### config.mk
export PLATFORM = sky130hd
export DESIGN_NAME = scalar_kalman_filter
export DESIGN_NICKNAME = d
export VERILOG_FILES = /design/src/design/skf_pkg.sv /design/src/design/scalar_kalman_filter.sv
export SDC_FILE = /design/constraint.sdc
export NUM_CORES = 1
export LEC_CHECK = 0
export BUFFER_PORTS_ARGS = -buffer_cell sky130_fd_sc_hd__buf_4
export CORE_MARGIN = 2
export CORE_UTILIZATION = 50
export DETAILED_ROUTE_END_ITERATION = 10
export GPL_TIMING_DRIVEN = 0
export PLACE_DENSITY = 0.66
export SLEW_MARGIN = 0
export SYNTH_ARGS = -nofsm -noshare
export SYNTH_HDL_FRONTEND = slang
export SYNTH_SLANG_ARGS = --single-unit
### constraint.sdc
create_clock -name clk -period 7 [get_ports clk]
set_input_delay 1.4 -clock clk [delete_from_list [all_inputs] [get_ports clk]]
set_output_delay 1.4 -clock clk [all_outputs]
set_load 0.1 [all_outputs]
### src/design/skf_pkg.sv
package skf_pkg;

  localparam int FRAC_BITS   = 16;
  localparam int SAMPLE_BITS = 16;
  localparam int GAIN_BITS   = (FRAC_BITS > 16) ? FRAC_BITS : 16;

  localparam int VAL_W   = 32;               // estimate, variance, result
  localparam int CFG_W   = 24;               // noise registers
  localparam int IDX_W   = 1;
  localparam int GAIN_W  = GAIN_BITS + 1;    // gain spans 0 .. 1.0 inclusive
  localparam int DEN_W   = VAL_W + 1;        // predicted variance plus noise
  localparam int REM_W   = DEN_W + 1;        // shifted partial remainder
  localparam int PROD_W  = DEN_W + GAIN_W;   // shift-add product register
  localparam int CNT_W   = $clog2(GAIN_W);

  localparam logic [IDX_W-1:0] REG_PROCESS_NOISE     = 1'd0;
  localparam logic [IDX_W-1:0] REG_MEASUREMENT_NOISE = 1'd1;

  localparam logic [CFG_W-1:0] PROCESS_NOISE_RST     = 24'd1442;
  localparam logic [CFG_W-1:0] MEASUREMENT_NOISE_RST = 24'd40436;

  localparam logic [VAL_W-1:0]  VAR_RST  = VAL_W'(1) << FRAC_BITS;
  localparam logic [GAIN_W-1:0] GAIN_ONE = GAIN_W'(1) << GAIN_BITS;
  localparam logic [CNT_W-1:0]  LAST_STEP = CNT_W'(GAIN_W - 1);

  typedef enum logic [6:0] {
    S_IDLE  = 7'b0000001,
    S_PRED  = 7'b0000010,
    S_DENOM = 7'b0000100,
    S_DIV   = 7'b0001000,
    S_MINIT = 7'b0010000,
    S_MUL   = 7'b0100000,
    S_WRITE = 7'b1000000
  } state_t;

endpackage

### src/design/scalar_kalman_filter.sv
// channel | direction | ports                          | handshake
// --------+-----------+--------------------------------+----------------------
// in      | input     | in_measurement                 | in_valid / in_ready
// out     | output     | out_filtered_estimate          | out_valid / out_ready
// cfg     | input     | cfg_index, cfg_wdata           | cfg_we, no wait
//
// An item is taken only in S_IDLE, and the next not before this one is written:
// the accept state, setup states S_PRED and S_DENOM, a radix-2 restoring divider
// for the 17-bit gain, a multiplier load state, then two shift-add multipliers
// run side by side over the gain bits, one bit a cycle, and a final update state.
// The result sits in an output register; a new item is taken while it waits.
// The update cycle holds while the previous result has not been taken.
// Synchronous active-low reset restores the noise registers, estimate 0 and
// variance 1.0.
module scalar_kalman_filter (
  input  logic                       clk,
  input  logic                       rst_n,
  input  logic                       in_valid,
  output logic                       in_ready,
  input  logic [15:0]                in_measurement,
  output logic                       out_valid,
  input  logic                       out_ready,
  output logic [skf_pkg::VAL_W-1:0]  out_filtered_estimate,
  input  logic                       cfg_we,
  input  logic [skf_pkg::IDX_W-1:0]  cfg_index,
  input  logic [skf_pkg::CFG_W-1:0]  cfg_wdata
);
  import skf_pkg::*;

  state_t state_r, state_nxt;

  logic [CFG_W-1:0]  pnoise_r, mnoise_r;
  logic [VAL_W-1:0]  est_r, est_nxt;
  logic [VAL_W-1:0]  var_r;
  logic [VAL_W-1:0]  out_data_r;
  logic              out_valid_r;

  logic [SAMPLE_BITS-1:0] z_r;
  logic [VAL_W-1:0]  ppred_r;
  logic [VAL_W-1:0]  absd_r;
  logic              up_r;
  logic [DEN_W-1:0]  denom_r;
  logic              den_zero_r;
  logic [DEN_W-1:0]  rem_r, rem_nxt;
  logic [GAIN_W-1:0] q_r;
  logic [CNT_W-1:0]  cnt_r;
  logic [PROD_W-1:0] prod_a_r, prod_b_r, prod_a_nxt, prod_b_nxt;

  logic [VAL_W+FRAC_BITS-1:0] zf;
  logic [DEN_W-1:0]  psum;
  logic [VAL_W-1:0]  psat;
  logic [REM_W-1:0]  shifted, diff;
  logic              qbit;
  logic [GAIN_W-1:0] gain;
  logic [DEN_W:0]    sum_a, sum_b;
  logic [VAL_W-1:0]  step, var_new;
  logic              out_free;

  assign in_ready              = (state_r == S_IDLE);
  assign out_valid             = out_valid_r;
  assign out_filtered_estimate = out_data_r;
  assign out_free              = !out_valid_r || out_ready;

  // sample scaled to fixed point
  assign zf   = {{(VAL_W-SAMPLE_BITS){1'b0}}, z_r, {FRAC_BITS{1'b0}}};
  assign psum = {1'b0, var_r} + {{(DEN_W-CFG_W){1'b0}}, pnoise_r};
  assign psat = psum[VAL_W] ? {VAL_W{1'b1}} : psum[VAL_W-1:0];

  // first divide step compares without shifting (quotient bit GAIN_BITS)
  assign shifted = (cnt_r == '0) ? {1'b0, rem_r} : {rem_r, 1'b0};
  assign diff    = shifted - {1'b0, denom_r};
  assign qbit    = !diff[REM_W-1];
  assign rem_nxt = qbit ? diff[DEN_W-1:0] : shifted[DEN_W-1:0];

  assign gain = den_zero_r ? '0 : q_r;

  // shift-add multiply, multiplier bits enter at the bottom, LSB first
  assign sum_a = {1'b0, prod_a_r[PROD_W-1:GAIN_W]}
               + (prod_a_r[0] ? {{(DEN_W+1-VAL_W){1'b0}}, absd_r} : '0);
  assign sum_b = {1'b0, prod_b_r[PROD_W-1:GAIN_W]}
               + (prod_b_r[0] ? {{(DEN_W+1-VAL_W){1'b0}}, ppred_r} : '0);
  assign prod_a_nxt = {sum_a, prod_a_r[GAIN_W-1:1]};
  assign prod_b_nxt = {sum_b, prod_b_r[GAIN_W-1:1]};

  assign step    = prod_a_r[GAIN_BITS +: VAL_W];
  assign var_new = prod_b_r[GAIN_BITS +: VAL_W];
  assign est_nxt = up_r ? (est_r + step) : (est_r - step);

  always_comb begin
    state_nxt = state_r;
    case (state_r)
      S_IDLE:  if (in_valid) state_nxt = S_PRED;
      S_PRED:  state_nxt = S_DENOM;
      S_DENOM: state_nxt = S_DIV;
      S_DIV:   if (cnt_r == LAST_STEP) state_nxt = S_MINIT;
      S_MINIT: state_nxt = S_MUL;
      S_MUL:   if (cnt_r == LAST_STEP) state_nxt = S_WRITE;
      S_WRITE: if (out_free) state_nxt = S_IDLE;
      default: state_nxt = S_IDLE;
    endcase
  end

  always_ff @(posedge clk) begin
    if (!rst_n) begin
      state_r     <= S_IDLE;
      pnoise_r    <= PROCESS_NOISE_RST;
      mnoise_r    <= MEASUREMENT_NOISE_RST;
      est_r       <= '0;
      var_r       <= VAR_RST;
      out_valid_r <= 1'b0;
    end else begin
      state_r <= state_nxt;
      if (cfg_we) begin
        case (cfg_index)
          REG_PROCESS_NOISE:     pnoise_r <= cfg_wdata;
          REG_MEASUREMENT_NOISE: mnoise_r <= cfg_wdata;
          default: ;
        endcase
      end
      if (state_r == S_WRITE && out_free) begin
        est_r       <= est_nxt;
        var_r       <= var_new;
        out_valid_r <= 1'b1;
      end else if (out_valid_r && out_ready) begin
        out_valid_r <= 1'b0;
      end
    end
  end

  always_ff @(posedge clk) begin
    case (state_r)
      S_IDLE: begin
        if (in_valid) z_r <= in_measurement[SAMPLE_BITS-1:0];
      end
      S_PRED: begin
        ppred_r <= psat;
        up_r    <= (zf[VAL_W-1:0] >= est_r);
        absd_r  <= (zf[VAL_W-1:0] >= est_r) ? (zf[VAL_W-1:0] - est_r)
                                            : (est_r - zf[VAL_W-1:0]);
      end
      S_DENOM: begin
        denom_r    <= {1'b0, ppred_r} + {{(DEN_W-CFG_W){1'b0}}, mnoise_r};
        den_zero_r <= (ppred_r == '0) && (mnoise_r == '0);
        rem_r      <= {1'b0, ppred_r};
        cnt_r      <= '0;
      end
      S_DIV: begin
        rem_r <= rem_nxt;
        q_r   <= {q_r[GAIN_W-2:0], qbit};
        cnt_r <= cnt_r + 1'b1;
      end
      S_MINIT: begin
        prod_a_r <= {{DEN_W{1'b0}}, gain};
        prod_b_r <= {{DEN_W{1'b0}}, GAIN_ONE - gain};
        cnt_r    <= '0;
      end
      S_MUL: begin
        prod_a_r <= prod_a_nxt;
        prod_b_r <= prod_b_nxt;
        cnt_r    <= cnt_r + 1'b1;
      end
      S_WRITE: begin
        if (out_free) out_data_r <= est_nxt;
      end
      default: ;
    endcase
  end

endmodule
==> results.md <==
- Status: finished, final reports clean
- Worst skew pair latency: 0.59 ns
- R2R Path Start: cnt_r[0]
- Ys Warns: 0
- Initial antenna violation count: 1
- Synth unique cells: 82
- Compound-Gate Fraction of Synth Area: 18.50%
- Post-Synth Simple-Gate Area: 17.44%
- Area growth from synthesis to layout: 11.11%
- Total gr overflow: 0
- Most frequent cells in the layout: nand2_1, edfxtp_1, nor2_1, ha_1, a21oi_1
- Max-cap violation count: 0
- Final Hold Fails: 0
- Final WS setup: 1.518 ns
- Max FO, Critical Path: 10
- DIE AREA: 57470 sq um
- Root buffer cell: clkbuf_16
- Final setup viols: 0
- R2R setup slack: 1.52 ns
- Number of flops mapped to enable cells by yosys: 302
- Slew @ Worst Pin: 1.367 ns
- H-tree depth: 2
- Pre-CTS setup slack: 1.514 ns
- Avg WL per Cell: 19.37 um
- Reg2Reg Depth: 18
- Layout cells sized above 1: 8.046%
- Async SR Flop Fraction: 0%
- Max-slew violation count: 0
- Critical path data required time: 7.33 ns
- Post-synthesis mux area share: 2.333%
- Top-Level Pins: 80
- Initial Util: 50.53%
- Register bit total from synthesis: 422
- Number of global-route vias before repair: 22000
- Final RePlAce weighted congestion: 0.9418
- CP Class: reg -> reg
- Clk sinks: 422
- All-layer global routing usage: 26.28%
- Final ANT Viol Nets: 0
- # rows: 86
- Chip Height: 239.7 um
- Finished Cell Area: 30870 sq um
- Post-Synth Adder-Cell Area: 10.01%
- Power density cells: 179.0 nW/um^2
- First-pass GRT wire length: 118.9 mm
- 1st-pass router iterations: 6
- Critical path capture point type: register
- Hold Path End: var_r[22]
- Xor and xnor area share after synthesis: 6.935%
- Most common cell after layout, fill and taps aside: nand2_1
- Via count: 22610
- Fmax: 182.4 MHz
- Total Wirelength: 75.63 mm
- Post-synthesis sequential area ratio: 41.29%
- P_leak: 12.65 nW
- Post-DR vias/cell: 5.789
- Fin nets: 3382
- PortBufs: 78
- Post-synthesis cell area: 27780 sq um
- Dpl hpwl: 57.94 mm
- Setup bufs post-CTS: 0
- DRC: 0
- CTS tree: yes
- RSZ-0062 raised after global routing: no
- Clock buffer depth: 3
- Worst Skew: 0.02174 ns
- DIE WIDTH: 239.7 um
- # diodes: 0
- Filler Cell Count: 4850
- Largest family of logic cells by synthesized area: compound AO/OA/AOI/OAI gates
- Area post-placement: 29400 sq um
- Period utilisation layout: 78.31%
- CTS Hold Buffers Added: 0
- Syn Inst Count: 2986
- Main flop type after synthesis: edfxtp_1
- Worst R2R End: rem_r[27]
- Starting DRT DRC Count: 1653
- Slew Limit Headroom: 8.644%
- Critical Path AT: 5.81 ns
- Post_cts resized: 0
- Core area: 54990 sq um
- Hold path cells: 2
- Syn Nets: 3250
- Synth Area per Inst: 9.305 sq um
- Largest net degree at the start of global routing: 67
- Hold Path Class: reg -> reg
- TritonCTS Buffers: 47
- Worst Setup Start Kind: register
- CTS clk-pin slew, worst paths: 0.06 ns
- Final min period: 5.482 ns
- Hold Startpoint: var_r[22]
- Peak VDD IR: 0.1837 mV
cell type report:
type | instances | area [sq um] | share of cell area [%]
Clock buffer | 75 | 1366 | 4.426
Timing Repair Buffer | 83 | 668.1 | 2.164
Sequential cell | 422 | 11470 | 37.16
Tap cell | 748 | 935.9 | 3.032
Inverter | 147 | 554.3 | 1.795
Clock inverter | 13 | 98.84 | 0.3202
Multi-Input combinational cell | 2314 | 15350 | 49.73
Buffer | 103 | 424.2 | 1.374
layer usage:
metal | routed length [um] | share of wire, % | global-route usage (%) | vias to the layer above
met4 | 2484 | 3.3 | 8.958 | 0
met2 | 34730 | 46 | 43.22 | 684
met1 | 34370 | 45 | 35.80 | 10740
met3 | 4040 | 5.3 | 3.261 | 141
li1 | - | - | - | 11040
met5 | 0 | 0 | 0 | -
metrics by stage:
step / hold WS (ns) / utilization (%) / power (mW) / instances / setup TNS, ns
after floorplan: 0.4447 / - / 3.045 / 2986 / 0
final: 0.4770 / 56.15 / 5.527 / 3905 / 0
after CTS: 0.4790 / 56.14 / 5.560 / 3905 / 0
after global routing: 0.5055 / 56.15 / 5.704 / 3905 / 0
after detailed placement: 0.4708 / 53.48 / 3.167 / 3817 / 0
after global placement: 0.4613 / 53.30 / 3.159 / 3812 / -117.81
where the power goes:
group / internal (mW) / switching (mW)
Clock: 1.38 / 1.03
Sequential: 2.70 / 0.0323
Combinational: 0.154 / 0.230
cells in the mapped netlist, drive strengths merged (10+ instances only):
library cell  count  share of area, %
nand2           394               5.3
edfxtp          302                33
nor2            237               3.2
ha              211               9.5
a21oi           201               3.6
o21ai           160               2.9
inv             147               2.0
xnor2           122               3.8
dfxtp           120               8.6
xor2             98               3.1
a21boi           96               2.6
a21o             95               2.6
clkbuf           80               1.1
and2             78               1.8
nand3            62               1.1
nor3             50              0.94
mux2             46               1.9
o21a             37               1.0
and3             35              0.79
nor2b            35              0.79
a31oi            33              0.74
nand2b           33              0.74
nor4             31              0.79
o21bai           24              0.65
buf              23              0.44
a211oi           22              0.61
o211ai           17              0.48
nand4            16              0.36
mux2i            13              0.47
or3              13              0.29
nor3b            12              0.32
o221ai           11              0.35
a311oi           10              0.32
o31ai            10              0.27
registers in the layout, indices dropped and copies added, names as in the netlist:
name	cells
rem_r	33
pnoise_r	24
absd_r	32
out_filtered_estimate	32
denom_r	33
up_r	1
state_r	7
est_r	32
z_r	16
q_r	17
prod_a_r	50
ppred_r	32
out_valid	1
prod_b_r	50
den_zero_r	1
mnoise_r	24
cnt_r	5
var_r	32
cells by family (layout without fill, tap and decap cells):
family,Yosys count,after routing
buffers and inverters,250,421
flip-flops,422,422
adder cells (fa/ha/maj),218,218
XOR/XNOR,220,220
multiplexers,59,59
AO/OA/AOI/OAI,788,788
AND/OR/NAND/NOR,1029,1029
worst max-delay path: stages, from the launching register on:
cell and delay (ns):
edfxtp_1 0.43, inv_1 0.08, ha_1 0.16, nor4b_2 0.60, clkbuf_1 0.61, mux2_2 0.42, ha_1 0.38, o211ai_1 0.13
a21oi_1 0.27, o2111ai_1 0.24, a21boi_0 0.34, o21ai_1 0.21, a2111oi_0 0.40, a211o_1 0.16, buf_4 0.13, buf_4 0.17
a41oi_1 0.06, a221oi_1 0.35, nor2_1 0.08
how the worst max path moves through the flow:
| stage | start | to | cells past startpoint |
|---|---|---|---|
| 2_1_floorplan | state_r[2] | state_r[0] | 6 |
| 3_3_place_gp | state_r[2] | state_r[0] | 6 |
| 3_5_place_dp | cnt_r[0] | rem_r[27] | 18 |
| 4_1_cts | cnt_r[0] | rem_r[27] | 18 |
| 5_1_grt | cnt_r[0] | rem_r[27] | 18 |
| 6_report | cnt_r[0] | rem_r[27] | 18 |
(Power assumes the default switching activity.)
